## src/rtl/stpm_pkg.sv

```systemverilog
// ----------------------------------------------------------------------------
// stpm_pkg
// Shared types, register codes and constants of the speaker toggle to PCM
// mixer: item structs, command and operation codes, ring entry codes.
// ----------------------------------------------------------------------------
`default_nettype none

package stpm_pkg;

	// default geometry of the sample ring
	localparam int RING_DEPTH_DEF = 8192;
	localparam int PLAY_LAG_DEF   = 512;

	// fill count width covers the largest allowed lag
	localparam int FILL_CNT_W = 13;

	// configuration port
	localparam int CFG_IDX_W  = 2;
	localparam int CFG_DATA_W = 32;

	// register reset values
	localparam logic [31:0] SPC_RST    = 32'd708;
	localparam logic [7:0]  SCALE_RST  = 8'd96;
	localparam logic [7:0]  GAIN_RST   = 8'd255;
	localparam logic        MIX_EN_RST = 1'b0;

	// entries of the front-to-back queue
	localparam int Q_DEPTH = 4;

	typedef enum logic [1:0] {
		CMD_TOGGLE = 2'd0,
		CMD_TICK   = 2'd1,
		CMD_RESYNC = 2'd2,
		CMD_LATCH  = 2'd3
	} cmd_t;

	typedef enum logic [1:0] {
		REG_SPC    = 2'd0,
		REG_SCALE  = 2'd1,
		REG_GAIN   = 2'd2,
		REG_MIX_EN = 2'd3
	} cfg_reg_t;

	// ring entries only ever hold 0, + or - codes, read out as 0 or +/- scale * 256
	typedef logic [1:0] ring_code_t;
	localparam ring_code_t RC_ZERO = 2'b00;
	localparam ring_code_t RC_POS  = 2'b01;
	localparam ring_code_t RC_NEG  = 2'b11;

	typedef struct packed {
		cmd_t               command;
		logic [47:0]        cycle;
		logic signed [15:0] mix_left_in;
		logic signed [15:0] mix_right_in;
	} in_item_t;

	typedef struct packed {
		logic signed [15:0] left_out;
		logic signed [15:0] right_out;
		logic signed [15:0] speaker_level;
	} out_item_t;

	typedef enum logic [2:0] {
		OP_FILL   = 3'd0,
		OP_JUMP   = 3'd1,
		OP_TICK   = 3'd2,
		OP_RESYNC = 3'd3,
		OP_LATCH  = 3'd4
	} op_t;

	typedef struct packed {
		op_t                   op;
		logic [FILL_CNT_W-1:0] count;
		logic                  high;
		logic signed [15:0]    mix_left;
		logic signed [15:0]    mix_right;
	} q_entry_t;

	typedef struct packed {
		logic clearing;
		logic out_load;
	} bk_stat_t;

	typedef enum logic [1:0] {
		F_IDLE  = 2'd0,
		F_MUL   = 2'd1,
		F_CLASS = 2'd2,
		F_PUSH  = 2'd3
	} front_state_t;

	typedef enum logic [2:0] {
		B_CLEAR  = 3'd0,
		B_IDLE   = 3'd1,
		B_FILL   = 3'd2,
		B_TICK_A = 3'd3,
		B_TICK_B = 3'd4
	} back_state_t;

endpackage

`default_nettype wire

```

## src/rtl/stpm_queue.sv

```systemverilog
// ----------------------------------------------------------------------------
// stpm_queue
// Short flop-based queue of operations between the front and back parts.
// ----------------------------------------------------------------------------
`default_nettype none

module stpm_queue
	import stpm_pkg::*;
(
	input  wire logic     clk,
	input  wire logic     arst_n,
	input  wire logic     wr,
	input  wire q_entry_t wdata,
	input  wire logic     rd,
	output logic          full,
	output logic          empty,
	output q_entry_t      rdata
);

	localparam int PW = $clog2(Q_DEPTH);
	localparam int CW = $clog2(Q_DEPTH + 1);

	q_entry_t        ent_q [Q_DEPTH];
	logic [PW-1:0]   wp_q;
	logic [PW-1:0]   rp_q;
	logic [CW-1:0]   cnt_q;
	logic            do_wr;
	logic            do_rd;

	assign full  = (cnt_q == CW'(Q_DEPTH));
	assign empty = (cnt_q == '0);
	assign rdata = ent_q[rp_q];
	assign do_wr = wr && !full;
	assign do_rd = rd && !empty;

	// pointers and fill level
	always_ff @(posedge clk or negedge arst_n) begin
		if (!arst_n) begin
			wp_q  <= '0;
			rp_q  <= '0;
			cnt_q <= '0;
		end else begin
			if (do_wr) begin
				wp_q <= (wp_q == PW'(Q_DEPTH - 1)) ? '0 : wp_q + 1'b1;
			end
			if (do_rd) begin
				rp_q <= (rp_q == PW'(Q_DEPTH - 1)) ? '0 : rp_q + 1'b1;
			end
			if (do_wr && !do_rd) begin
				cnt_q <= cnt_q + 1'b1;
			end else if (do_rd && !do_wr) begin
				cnt_q <= cnt_q - 1'b1;
			end
		end
	end

	// entry storage
	always_ff @(posedge clk) begin
		if (do_wr) begin
			ent_q[wp_q] <= wdata;
		end
	end

endmodule

`default_nettype wire

```

## config.mk

```make
export PLATFORM = sky130hd
export DESIGN_NAME = stpm_queue
export DESIGN_NICKNAME = d
export VERILOG_FILES = /design/src/rtl/stpm_pkg.sv /design/src/rtl/stpm_queue.sv
export SDC_FILE = /design/constraint.sdc
export NUM_CORES = 1
export LEC_CHECK = 0
export BUFFER_PORTS_ARGS = -buffer_cell sky130_fd_sc_hd__buf_4
export CAP_MARGIN = 20
export CORE_MARGIN = 5
export CORE_UTILIZATION = 51
export DETAILED_ROUTE_END_ITERATION = 8
export PLACE_DENSITY_LB_ADDON = 0.25
export SYNTH_ARGS = -nofsm -noshare
export SYNTH_HDL_FRONTEND = slang
export SYNTH_SLANG_ARGS = --single-unit
```

## constraint.sdc

```tcl
create_clock -name clk -period 3.35 [get_ports clk]
set_input_delay 0.5025 -clock clk [delete_from_list [all_inputs] [get_ports clk]]
set_output_delay 0.5025 -clock clk [all_outputs]
set_load 0.05 [all_outputs]
```

Word-level counts from Yosys, hierarchy flattened. Memory sizes are Yosys's and may differ from the RTL's. Index checks and enable logic that the tools add are counted.

Register bits: 7. RAM bits: 196. Bits of input ports: 53. Output and inout bits: 51. Memories kept: 1.

Memories: ent_q (depth 4, width 49, rd ports 1, clocked after Yosys merged registers in 0, wr ports 1, RTL line stpm_queue.sv:23) `q_entry_t ent_q [Q_DEPTH];`.

Add/sub/neg operators: 4. Eq/ne operators: 3. Multiplexer cells: 6. Reductions and logical operators: 10.

Operators with widths (number): 3-bit 2-to-1 mux (2); 2-bit by 1-bit adder with 2-bit output, second input constant (2); 2-bit == test, second input constant (2); 1-bit logical AND (4); 1-bit logical NOT (4); 2-bit 2-to-1 mux (2); 3-bit by 1-bit adder with 3-bit output, second input constant (1); 3-bit == test, second input constant (1); 3-bit logical NOT (1); 3-bit by 1-bit subtractor with 3-bit output, second input constant (1); 1-bit 2-to-1 mux (2); 2-bit nonzero test (1).

Longest topological paths before layout.
Depth after elaboration: 7. Gate-level depth with buffers: 8. Gate-level depth less buffers: 8.

Worst setup path before layout. No wires, ideal clock.

Kind: register to register. Start point: register cnt_q[2]. End point: memory ent_q[3][0] (netlist bit) (enable). Setup time: 0.457 ns. Arrival: 2.739 ns. Required time: 2.893 ns. Setup slack: 0.154 ns. Stages on the path, launching flop included: 3. Path buffers: 0. Clock period less this slack: 3.196 ns. Cell sequence: dfrtp_1 nor3b_4 nor2_1.

Longest elaborated chain between the ends: 5.

Ends and longest elaborated chain: from (decl) (RTL line stpm_queue.sv:26) `logic [CW-1:0] cnt_q;`; from (signal assigned) (RTL line stpm_queue.sv:50) `cnt_q <= cnt_q + 1'b1;`; from (signal assigned) (RTL line stpm_queue.sv:52) `cnt_q <= cnt_q - 1'b1;`; 3-bit == test (RTL line stpm_queue.sv:30) `assign full = (cnt_q == CW'(Q_DEPTH));`; via full (RTL line stpm_queue.sv:15) `output logic full,`; 1-bit logical NOT (RTL line stpm_queue.sv:33) `assign do_wr = wr && !full;`; 1-bit logical AND (RTL line stpm_queue.sv:33); 1-bit 2-to-1 mux (RTL line stpm_queue.sv:59) `if (do_wr) begin`; 1-bit 2-to-1 mux (not written as such) (RTL line stpm_queue.sv:60) `ent_q[wp_q] <= wdata;`; to (decl) (RTL line stpm_queue.sv:23).

The timed path passes the listed nets, and every way through them passes these cells.

==> metrics.md <==
| Metric | Value |
|---|---|
| Post-Route Setup TNS | `0 ns` |
| Largest net degree at the start of global routing | `33` |
| Core area | `14,500 µm²` |
| Synth warn | `0` |
| Vias in the first global route | `3,784` |
| Critical path required time | `2.85 ns` |
| FF+latch count, synth | `203` |
| CTS tree | `done` |
| Crit path arrival time | `2.31 ns` |
| Total track usage | `15.8%` |
| Worst-Skew Late Latency | `0.47 ns` |
| First-pass GRT wire length | `21.7 mm` |
| Die Y-Extent | `132 µm` |
| # setup viols final | `0` |
| Placed cell areas | `8580 µm²` |
| CTS Hold Bufs | `1` |
| P_leak | `3.23 nW` |
| Final critical-path required period | `2.81 ns` |
| Sequential area share after synthesis | `80.4%` |
| Router iterations before antenna repair | `4` |
| DR vias | `3,333` |
| Chip width | `132 µm` |
| Top cells by count, synth | `edfxtp_1 (196), mux4_2 (49), dfrtp_1 (7), buf_6 (6), ha_1 (6)` |
| Post-synth top area cell | `edfxtp_1` |
| DRT iter0 DRCs | `220` |
| Clk_skew | `0.00658 ns` |
| Post-synth top area share | `78.0%` |
| Clk root buf | `clkbuf_16` |
| I/O pin cnt | `104` |
| Ant. Diodes | `0` |
| WL per Instance | `21.8 µm` |
| Worst hold margin | `0.230 ns` |
| Ys flop type | `edfxtp_1` |
| Buffers added on ports | `103` |
| Row cnt | `44` |
| Fraction of registers with async set/reset | `3.45%` |
| Post-route ant nets | `0` |
| Clock sink count | `203` |
| Residual DRC | `0` |
| Syn Nets | `354` |
| Pwr per Cell Area | `1040 nW/µm²` |
| Cell count after synthesis | `294` |
| Clock transition at the registers of the reported paths | `0.06 ns` |
| Layout area overhead | `23.0%` |
| Post-CTS Setup Repair Bufs | `0` |
| Final instance area | `9280 µm²` |
| Synth area leaders | `edfxtp_1 (78%), mux4_2 (15%), dfrtp_1 (2.3%)` |
| CTS HTree Levels | `1` |
| PostCTS Resize Cnt | `0` |
| Congestion Overflow GR | `0` |
| Final GP Congestion | `0.720` |
| Synth Area per Inst | `25.7 µm²` |
| Clock Tree Buf Depth | `3` |
| Max-slew violations | `0` |
| Slew Limit Headroom | `44.3%` |
| Tcrit/Tclk final | `83.8%` |
| Syn Std Cell Area | `7540 µm²` |
| DR vias/cell | `5.40` |
| Worst Hold Class | `in2reg` |
| Initial antenna violation count | `0` |
| Worst vdd ir | `0.661 mV` |
| Starting Density | `51.9%` |
| Total Wirelength | `13.5 mm` |
| Startpoint Class | `flop` |
| Maximum capacitance violations | `0` |
| Critical Path Sink Type | `primary output` |
| Post-DP HPWL | `8.48 mm` |
| Cell variety after synth | `21` |
| Final hold viol count | `0` |
| Outcome | `finished, final reports clean` |
| Filler cell count | `991` |
| Cts bufs inserted | `21` |
| Critical path class | `reg2out` |
| Worst-margin pin slew | `0.835 ns` |
| Die ar. | `17,300 µm²` |
| Max Freq | `0.356 GHz` |
| Critical path peak fanout | `32` |
| Post-synth EDFFs | `196` |
| Unrepaired setup endpoints after global routing | `false` |
| Final net count | `479` |
| Layout cells sized above 1 | `47.8%` |
| Most common cell in the netlist | `edfxtp_1` |
==> path summary, 6_finish.rpt <==
path | startpoint | to | slack (ns) | cells after the start
hold reg to reg | cnt_q[2]$_DFFE_PN0P_ | cnt_q[2]$_DFFE_PN0P_ | 0.55 | 1
setup reg to reg | cnt_q[2]$_DFFE_PN0P_ | ent_q[2][43]$_DFFE_PP_ | 1.14 | 4
min in group asynchronous | arst_n | wp_q[1]$_DFFE_PN0P_ | 0.39 | 2
setup / recovery | rp_q[1]$_DFFE_PN0P_ | rdata[0] | 0.54 | 3
hold / removal | wdata[22] | ent_q[0][22]$_DFFE_PP_ | 0.23 | 1
max in group asynchronous | arst_n | rp_q[0]$_DFFE_PN0P_ | 2.82 | 2
==> layout make-up <==
| type | count | area [µm²] | area share (%) |
|---|---|---|---|
| clock inverter | 9 | 97.6 | 1.05 |
| tap | 184 | 230 | 2.48 |
| multi-input combinational | 76 | 1390 | 14.9 |
| timing repair buffer | 114 | 896 | 9.66 |
| sequential | 203 | 6070 | 65.4 |
| clock buffer | 28 | 592 | 6.38 |
| inverter | 3 | 11.3 | 0.121 |
==> metal layers <==
layer,global-route usage [%],part of all wire (%),vias to the layer above
li1,-,-,1493
met1,21.3,42,1735
met2,26.2,51,88
met3,4.09,5.7,17
met4,3.66,1.4,0
met5,0,0,-
==> sequential cells by signal (all words and copies together), names as in the netlist <==
name,count
cnt_q,3
wp_q,2
rp_q,2
ent_q,196
==> cells in the final DEF (no fill, tap or decap), types with 2 or more instances in the layout <==
cell and n:
clkbuf_8 4, edfxtp_1 196, inv_1 3, mux4_2 49, ha_1 6, buf_12 3, mux2_1 2, and2_2 3
xor2_1 2, clkbuf_16 21, clkbuf_1 3, dfrtp_1 5, nor3_1 2, bufinv_16 2, clkinv_2 6, mux2_4 2
buf_4 110, nor2_1 2
==> power by group <==
| part | leakage, nW | internal, mW | switching, mW | total, mW |
|---|---|---|---|---|
| Combinational | 1.01 | 1.35 | 2.36 | 3.71 |
| Sequential | 1.88 | 3.36 | 0.272 | 3.63 |
| Clock | 0.343 | 1.39 | 0.872 | 2.26 |
==> through the flow <==
step,power [mW],worst slack [ns],instances,util [%]
after floorplan,6.37,0.154,294,-
after global placement,7.40,1.02,579,59.0
after detailed placement,7.48,1.00,579,59.0
after CTS,9.76,0.504,617,63.8
after global routing,10.0,0.415,617,63.8
final,9.60,0.541,617,63.8
==> cells by family (layout without fill, tap and decap cells) <==
| group | Yosys count | count (layout) | share of synthesized area, % |
|---|---|---|---|
| adders and majority gates | 7 | 7 | 1.26 |
| xor gates and xnor gates | 3 | 3 | 0.348 |
| and+or+nand+nor | 11 | 11 | 1.01 |
| AOI/OAI and AO/OA | 2 | 2 | 0.265 |
| muxes | 53 | 53 | 15.3 |
| DFF | 203 | 203 | 80.4 |
| buffers and inverters | 15 | 154 | 1.43 |
==> critical path: stages (launching register included) <==
cell	delay, ns
dfrtp_2	0.90
buf_4	0.36
mux4_2	0.34
buf_4	0.21
No activity file was read; power rests on OpenSTA's default activity.
