==> src/rtl/stpm_pkg.sv <==
// ----------------------------------------------------------------------------
// stpm_pkg
// Shared types, register codes and constants of the speaker toggle to PCM
// mixer: item structs, command and operation codes, ring entry codes.
// ----------------------------------------------------------------------------
`default_nettype none

package stpm_pkg;

	// default geometry of the sample ring
	localparam int RING_DEPTH_DEF = 8192;
	localparam int PLAY_LAG_DEF   = 512;

	// fill count width covers the largest allowed lag
	localparam int FILL_CNT_W = 13;

	// configuration port
	localparam int CFG_IDX_W  = 2;
	localparam int CFG_DATA_W = 32;

	// register reset values
	localparam logic [31:0] SPC_RST    = 32'd708;
	localparam logic [7:0]  SCALE_RST  = 8'd96;
	localparam logic [7:0]  GAIN_RST   = 8'd255;
	localparam logic        MIX_EN_RST = 1'b0;

	// entries of the front-to-back queue
	localparam int Q_DEPTH = 4;

	typedef enum logic [1:0] {
		CMD_TOGGLE = 2'd0,
		CMD_TICK   = 2'd1,
		CMD_RESYNC = 2'd2,
		CMD_LATCH  = 2'd3
	} cmd_t;

	typedef enum logic [1:0] {
		REG_SPC    = 2'd0,
		REG_SCALE  = 2'd1,
		REG_GAIN   = 2'd2,
		REG_MIX_EN = 2'd3
	} cfg_reg_t;

	// ring entries only ever hold 0, + or - codes, read out as 0 or +/- scale * 256
	typedef logic [1:0] ring_code_t;
	localparam ring_code_t RC_ZERO = 2'b00;
	localparam ring_code_t RC_POS  = 2'b01;
	localparam ring_code_t RC_NEG  = 2'b11;

	typedef struct packed {
		cmd_t               command;
		logic [47:0]        cycle;
		logic signed [15:0] mix_left_in;
		logic signed [15:0] mix_right_in;
	} in_item_t;

	typedef struct packed {
		logic signed [15:0] left_out;
		logic signed [15:0] right_out;
		logic signed [15:0] speaker_level;
	} out_item_t;

	typedef enum logic [2:0] {
		OP_FILL   = 3'd0,
		OP_JUMP   = 3'd1,
		OP_TICK   = 3'd2,
		OP_RESYNC = 3'd3,
		OP_LATCH  = 3'd4
	} op_t;

	typedef struct packed {
		op_t                   op;
		logic [FILL_CNT_W-1:0] count;
		logic                  high;
		logic signed [15:0]    mix_left;
		logic signed [15:0]    mix_right;
	} q_entry_t;

	typedef struct packed {
		logic clearing;
		logic out_load;
	} bk_stat_t;

	typedef enum logic [1:0] {
		F_IDLE  = 2'd0,
		F_MUL   = 2'd1,
		F_CLASS = 2'd2,
		F_PUSH  = 2'd3
	} front_state_t;

	typedef enum logic [2:0] {
		B_CLEAR  = 3'd0,
		B_IDLE   = 3'd1,
		B_FILL   = 3'd2,
		B_TICK_A = 3'd3,
		B_TICK_B = 3'd4
	} back_state_t;

endpackage

`default_nettype wire

==> src/rtl/stpm_front.sv <==
// ----------------------------------------------------------------------------
// stpm_front
// Takes items, maps toggle and resync cycles to ring positions with a
// 48x32 multiply in three 16-bit slices, classifies each item and hands an
// operation to the back part through the queue, except toggles that do not advance.
// ----------------------------------------------------------------------------
`default_nettype none

module stpm_front
	import stpm_pkg::*;
#(
	parameter int RING_DEPTH = RING_DEPTH_DEF,
	parameter int PLAY_LAG   = PLAY_LAG_DEF
) (
	input  wire logic        clk,
	input  wire logic        arst_n,
	input  wire logic        push,
	input  wire in_item_t    in_item,
	input  wire logic        hold,
	input  wire logic [31:0] spc,
	input  wire logic        q_full,
	output logic             full,
	output logic             q_push,
	output q_entry_t         q_data
);

	front_state_t state_q, state_d;
	logic [1:0]   step_q;
	logic [63:0]  last_q;
	logic         high_q;
	in_item_t     item_q;
	logic [63:0]  acc_q;
	logic [47:0]  pp_q;
	q_entry_t     ent_q;

	logic                  accept;
	logic [15:0]           chunk;
	logic [47:0]           pp_d;
	logic [63:0]           add_term;
	logic [48:0]           diff;
	logic                  is_back;
	logic                  is_jump;
	logic [FILL_CNT_W-1:0] fill_cnt;

	assign accept = push && !full;

	// slice of the cycle for this multiply step
	always_comb begin
		case (step_q)
			2'd0:    chunk = item_q.cycle[15:0];
			2'd1:    chunk = item_q.cycle[31:16];
			2'd2:    chunk = item_q.cycle[47:32];
			default: chunk = 16'd0;
		endcase
	end

	assign pp_d = chunk * spc;

	// previous partial product aligned to its slice, kept to 64 bits
	always_comb begin
		case (step_q)
			2'd1:    add_term = {16'd0, pp_q};
			2'd2:    add_term = {pp_q, 16'd0};
			2'd3:    add_term = {pp_q[31:0], 32'd0};
			default: add_term = 64'd0;
		endcase
	end

	// position advance against the last recorded position
	assign diff    = {1'b0, acc_q[63:16]} - {1'b0, last_q[63:16]};
	assign is_back = (diff == 49'd0) || diff[48];
	assign is_jump = diff > 49'(PLAY_LAG);
	assign fill_cnt = (diff > 49'(RING_DEPTH)) ? FILL_CNT_W'(RING_DEPTH)
		: diff[FILL_CNT_W-1:0];

	// next state
	always_comb begin
		state_d = state_q;
		case (state_q)
			F_IDLE: begin
				if (accept) begin
					if (in_item.command inside {CMD_TOGGLE, CMD_RESYNC}) begin
						state_d = F_MUL;
					end else begin
						state_d = F_PUSH;
					end
				end
			end
			F_MUL: begin
				if (step_q == 2'd3) begin
					state_d = F_CLASS;
				end
			end
			F_CLASS: begin
				if (item_q.command == CMD_TOGGLE && is_back) begin
					state_d = F_IDLE;
				end else begin
					state_d = F_PUSH;
				end
			end
			F_PUSH: begin
				if (!q_full) begin
					state_d = F_IDLE;
				end
			end
			default: state_d = F_IDLE;
		endcase
	end

	// outputs
	always_comb begin
		full   = (state_q != F_IDLE) || hold;
		q_push = (state_q == F_PUSH);
		q_data = ent_q;
	end

	// control state and position tracking
	always_ff @(posedge clk or negedge arst_n) begin
		if (!arst_n) begin
			state_q <= F_IDLE;
			step_q  <= '0;
			last_q  <= '0;
			high_q  <= 1'b1;
		end else begin
			state_q <= state_d;
			if (state_q == F_MUL) begin
				step_q <= step_q + 2'd1;
			end else begin
				step_q <= '0;
			end
			if (state_q == F_CLASS) begin
				if (item_q.command == CMD_RESYNC) begin
					last_q <= acc_q;
					high_q <= 1'b1;
				end else if (is_back) begin
					high_q <= ~high_q;
				end else begin
					last_q <= acc_q;
					high_q <= ~high_q;
				end
			end
		end
	end

	// item, product and queue entry
	always_ff @(posedge clk) begin
		if (accept) begin
			item_q          <= in_item;
			acc_q           <= '0;
			ent_q.op        <= (in_item.command == CMD_TICK) ? OP_TICK : OP_LATCH;
			ent_q.count     <= '0;
			ent_q.high      <= 1'b0;
			ent_q.mix_left  <= in_item.mix_left_in;
			ent_q.mix_right <= in_item.mix_right_in;
		end
		if (state_q == F_MUL) begin
			if (step_q != 2'd3) begin
				pp_q <= pp_d;
			end
			if (step_q != 2'd0) begin
				acc_q <= acc_q + add_term;
			end
		end
		if (state_q == F_CLASS) begin
			if (item_q.command == CMD_RESYNC) begin
				ent_q.op <= OP_RESYNC;
			end else if (is_jump) begin
				ent_q.op <= OP_JUMP;
			end else begin
				ent_q.op <= OP_FILL;
			end
			ent_q.count <= fill_cnt;
			ent_q.high  <= high_q;
		end
	end

endmodule

`default_nettype wire

==> config.mk <==
export PLATFORM = sky130hd
export DESIGN_NAME = stpm_front
export DESIGN_NICKNAME = d
export VERILOG_FILES = /design/src/rtl/stpm_pkg.sv /design/src/rtl/stpm_front.sv
export SDC_FILE = /design/constraint.sdc
export NUM_CORES = 2
export LEC_CHECK = 0
export BUFFER_PORTS_ARGS = -buffer_cell sky130_fd_sc_hd__buf_4
export CAP_MARGIN = 10
export CORE_MARGIN = 3
export CORE_UTILIZATION = 49
export CTS_CLUSTER_SIZE = 25
export DETAILED_ROUTE_END_ITERATION = 8
export MAX_ROUTING_LAYER = met4
export PLACE_DENSITY = 0.65
export SYNTH_ARGS = -nofsm -noshare
export SYNTH_HDL_FRONTEND = slang
export SYNTH_SLANG_ARGS = --single-unit
export TNS_END_PERCENT = 10
==> constraint.sdc <==
create_clock -name clk -period 9.5 [get_ports clk]
set_input_delay 2.85 -clock clk [delete_from_list [all_inputs] [get_ports clk]]
set_output_delay 2.85 -clock clk [all_outputs]
set_load 0.01 [all_outputs]
**Yosys cells after proc, flatten, opt, wreduce, memory -nomap -nowiden**

Index checks and enable logic that the tools add are counted.
Widths: inputs -> output; s select.

- Output and inout bits: 51
- Register bits: 280
- Logic and storage cells: 72

- Reduce and logical (&&, ||, !) cells: 17
- Bitwise logic cells: 1
- Equal/unequal tests: 14
- Mux-type cells: 21
- Add/sub/neg operators: 3
- Order comparisons: 2
- Multiply operators: 1

Operators by type and width:

| cell | number |
|---|---|
| $mux 64 | 5 |
| $pmux 64 s3 | 1 |
| $add 64x64->64 | 1 |
| $gt 49x10->1 const B | 1 |
| $gt 49x14->1 const B | 1 |
| $logic_not 49->1 | 1 |
| $mux 49 | 1 |
| $sub 48x48->49 | 1 |
| $mul 16x32->48 | 1 |
| $pmux 16 s3 | 1 |
| $mux 17 | 1 |
| $mux 2 | 7 |
| $mux 13 | 1 |
| $eq 2x2->1 const B | 6 |
| $logic_not 2->1 | 4 |
| $ne 2x2->1 const B | 4 |
| $pmux 2 s4 | 1 |
| $reduce_bool 2->1 | 4 |
| $eq 2x1->1 const B | 3 |
| $reduce_and 2->1 | 2 |
| $mux 3 | 1 |
| $reduce_and 3->1 | 1 |
| $add 2x1->2 const B | 1 |
| $logic_and 1x1->1 | 2 |
| 5 further kinds | 7 |

**Longest topological paths before layout**

- Depth in word-level cells: 7
- Mapped depth: 33
- Depth with buffers taken out: 30

**Worst setup path after synthesis**

Ideal clock, no wire load.

- Path kind: in2reg
- Start: in spc[7]
- End: reg pp_q[46], data pin
- Path buffers: 2
- Required time: 9238 ps
- Library setup time: 262 ps
- Arrival: 9088 ps
- Cell stages on the path: 25
- Slack: 150 ps
- Path through: clkbuf_1 nand2_1 fa_1 inv_1 fa_1 fa_1 fa_1 fa_1 inv_1 fa_1 inv_1 ha_1 clkbuf_1 nand4_1 a2111oi_0 a21oi_1 o31a_1 a311oi_1 a22oi_1 o41ai_1 o211ai_1 a21oi_1 nor3_1 o21ai_1 xor2_1

- Longest elaborated chain between the ends: 1

RTL lines:

| item | line | RTL |
|---|---|---|
| from (decl) | stpm_front.sv:20 | `input wire logic [31:0] spc,` |
| $mul 16x32->48 | stpm_front.sv:57 | `assign pp_d = chunk * spc;` |
| via pp_d[46] | stpm_front.sv:38 | `logic [47:0] pp_d;` |
| to (signal assigned) | stpm_front.sv:158 | `pp_q <= pp_d;` |
| to (decl) | stpm_front.sv:33 | `logic [47:0] pp_q;` |

The timed path passes the listed nets, and every way through them passes these cells.
A chain may end at the register's enable or synchronous reset.

**Worst setup path after layout**

- Start: in spc[8]
- End: reg pp_q[46], data pin

The elaborated chain is that of the path after synthesis.

==> flow_summary_export.csv <==
group,metric,value,unit
sta,clock_skew,0.0342,ns
cells_and_area,final_nets,4505,
synthesis,synth-edff-count,147,
floorplan,std_cell_rows,94,
sta,timing.fmax,111,MHz
detailed_routing,drt_drc_violations_left,0,
setup_path,timing.reg2reg.worst_path_depth,28,
synthesis,dominantRegCellSynth,"edfxtp_1",
cts,cts_root_buf,"clkbuf_16",
synthesis,synthesized_area_fraction_occupied_by_ao_oa_aoi_and_oai_cells,0.134,
synthesis,synth_common_cells,"550 x inv_1, 458 x nand2_1, 420 x fa_1, 236 x ha_1, 235 x and2_1",
cts,post_cts_hold_buffer_count,0,
setup_path,critical_path_arrival,9.35,ns
setup_path,path_depth,24,
synthesis,synth.net_count,4417,
global_routing,total_grt_usage,0.258,
cells_and_area,final.fill_count,6146,
sta,finalHoldViolCount,0,
synthesis,synth-simple-area-share,0.169,
cells_and_area,final_layout_size_suffix_gt1_frac,0.101,
sta,worst_slack,0.451,ns
synthesis,synth-xor-area-share,0.0319,
cts,clock_path_buffers,3,
synthesis,netlist_instances,3642,
sta,fin_tns_setup,0,ns
sta,finalCritPeriodShare,0.953,
cts,cts_setup_buffers,0,
synthesis,ys_async_sr_fraction,0.201,
detailed_routing,drt-pass1-iter-count,8,
setup_path,slowest_stage,"fa_1",
global_routing,grt_start_max_net_pins,84,
setup_path,critical_path_buf_inv_count,4,
floorplan,floorplan.io_pins,170,
floorplan,floorplan.die_area,0.0703,mm²
floorplan,initial_utilization,0.498,
global_routing,first_global_vias,26200,
sta,timing.final.setup_violations,0,
global_routing,grt_pass1_wl,142,mm
place,post-dp-hpwl,69.3,mm
synthesis,synth_area_leaders,"fa_1 26%, edfxtp_1 13%, ha_1 9.0%",
global_routing,grt-ovfl-total,0,
synthesis,syn-mean-instance-area,9.03,µm²
floorplan,die_height,265,µm
sta,final.min_clock_period,9.05,ns
sta,hold_ws,0.465,ns
setup_path,critPathLaunchType,"input port",
setup_path,critical-path-top-delay-family,"adder cells",
setup_path,path_cells,"buf_4, and2_1, fa_1, fa_1, fa_1, fa_1, fa_1, inv_1, fa_1, inv_1, ha_1, nand4_1, a2111oi_1, a21oi_1, o31a_1, a311oi_1, a22oi_1, o41ai_1, buf_4, o211ai_1, a21oi_1, nor3_1, o21ai_1, xor2_1",
detailed_routing,per_cell_via_count_in_the_routed_design,5.63,
hold_path,timing.hold.worst_path_depth,2,
sta,worst_slew_pin_slew,1.05,ns
cts,insertion_delay,0.58,ns
cells_and_area,antenna-diode-count,0,
synthesis,synth_area_leader_cell,"fa_1",
sta,final-max-slew-violation-count,0,
cts,numClockSinks,264,
cts,tritoncts,"yes",
place,gp_routability_congestion,0.935,
place,dpl_worst_slack,-0.157,ns
synthesis,ys_warn_count,0,
cts,cts.clk_slew.worst_paths,0.06,ns
hold_path,hold_path.class,"reg -> reg",
floorplan,die_width,265,µm
status,outcome,"complete, no violations",
sta,rsz0062_at_grt,"false",
detailed_routing,ant_nets,0,
cts,cts_buffers,29,
synthesis,share_of_synthesized_area_spent_on_multiplexers,0.0205,
setup_path,crit_fanout,13,
floorplan,core_area,0.0661,mm²
sta,slew_headroom,0.297,
detailed_routing,total_wirelength,87.3,mm
detailed_routing,iteration_0_drc_markers,2001,
setup_path,data_required_time_of_the_critical_path,9.80,ns
global_routing,grt_antenna_before_repair,0,
synthesis,synthDistinctLibCells,99,
detailed_routing,average_detailed_routed_wire_length_per_instance,18.9,µm
setup_path,critPathMaxStageDelay,0.55,ns
synthesis,synth-adder-area-share,0.345,
synthesis,synth_seq_cells,264,
setup_path,critPathKind,"in -> reg",
synthesis,synth.top_cell.area_share,0.256,
setup_path,critical_path_capture_point_type,"flop",
setup_path,most_used_cell_cp,"fa_1",
synthesis,mappedNetlistArea,0.0329,mm²
cts,htree_levels,1,
synthesis,combinational_family_with_the_most_area_after_synthesis,"adder cells",
run,maximum_capacitance_violations,0,
place,place.port_buffers,169,
synthesis,synth_seq_area_share,0.213,
cells_and_area,layout-area-overhead-vs-synth,9.66,%
detailed_routing,detailroute.via_count,26000,
synthesis,synth_most_common_cell,"inv_1",
[layer usage]
metal | global-route usage | vias to the layer above | routed length, µm
li1 | - | 12200 | -
met5 | - | - | 0
met2 | 0.433 | 699 | 42500
met3 | 0.0237 | 161 | 3870
met1 | 0.339 | 12900 | 38200
met4 | 0.0691 | 0 | 2650
[worst reg2reg max path: cells and delay by family, from the launching register on]
kind	cells	cell delay [ns]
compound gates	10	2.22
xor+xnor	1	0.08
fa+ha+maj	8	4.19
buf+inv	5	0.80
flops	1	0.42
simple gates	4	0.61
[cell usage in the layout, fill, tap and decap left out, types with 14 or more instances in the layout]
cell,count
dfrtp_1,52
nor2b_1,16
dfxtp_1,64
nand4_1,43
o211ai_1,18
a21o_1,79
mux2_1,27
a21oi_1,164
and2_1,235
a31oi_1,15
nor3_1,30
a222oi_1,32
nor2_1,149
and3_1,18
o21a_1,30
nand2_1,458
inv_1,549
o31ai_1,15
o21ai_0,135
nor2_2,27
buf_4,236
fa_1,420
xnor2_1,75
ha_1,233
or3_1,14
mux2_2,23
clkbuf_16,30
a22oi_1,34
o21bai_1,28
nand2b_1,18
nand3_1,78
xor2_1,45
edfxtp_1,147
[area by class of cell]
class	count	area, µm²	share of cell area
Clock buffer	41	792	0.0219
Timing Repair Buffer	241	1870	0.0519
Inverter	551	2070	0.0574
Clock inverter	13	130	0.00361
Sequential cell	264	7020	0.195
Multi-Input combinational cell	2643	23100	0.641
Tap cell	864	1080	0.0300
[through the flow]
step	utilization	instance area [µm²]	std cells
2_1_floorplan	-	32900	3642
3_3_place_gp	0.532	35200	4563
3_5_place_dp	0.532	35200	4563
4_1_cts	0.546	36100	4617
5_1_grt	0.546	36100	4617
6_report	0.546	36100	4617
[kinds of logic after synthesis]
group                    Yosys count
AND/OR/NAND/NOR                 1146
buffers and inverters            735
AO/OA/AOI/OAI                    661
adder cells (fa/ha/maj)          656
flip-flops                       264
XOR/XNOR                         120
multiplexers                      60
[sequential cells by signal, summed over array words and instances (netlist names)]
signal	flops
state_q	2
high_q	1
pp_q	48
step_q	2
q_data	49
acc_q	64
last_q	48
item_q	50
[timing repair]
action | CTS | global route
resized for setup | 0 | 1
hold endpoints to repair | 0 | 0
setup endpoints to repair | 0 | 1
[path summary, 6_finish.rpt]
kind / start / to / slack (ns)
setup / recovery: spc[8] / pp_q[46]$_DFFE_PP_ / 0.45
hold / removal: acc_q[0]$_DFF_P_ / acc_q[0]$_DFF_P_ / 0.47
setup reg to reg: step_q[0]$_DFF_PN0_ / pp_q[46]$_DFFE_PP_ / 0.94
hold reg to reg: acc_q[0]$_DFF_P_ / acc_q[0]$_DFF_P_ / 0.47
max in group asynchronous: arst_n / last_q[47]$_DFFE_PN0P_ / 6.69
min in group asynchronous: arst_n / last_q[17]$_DFFE_PN0P_ / 2.31
Power is left out: the tool's default activity adds up to more than one toggle a clock period on the data nets, which glitch-free logic cannot reach.
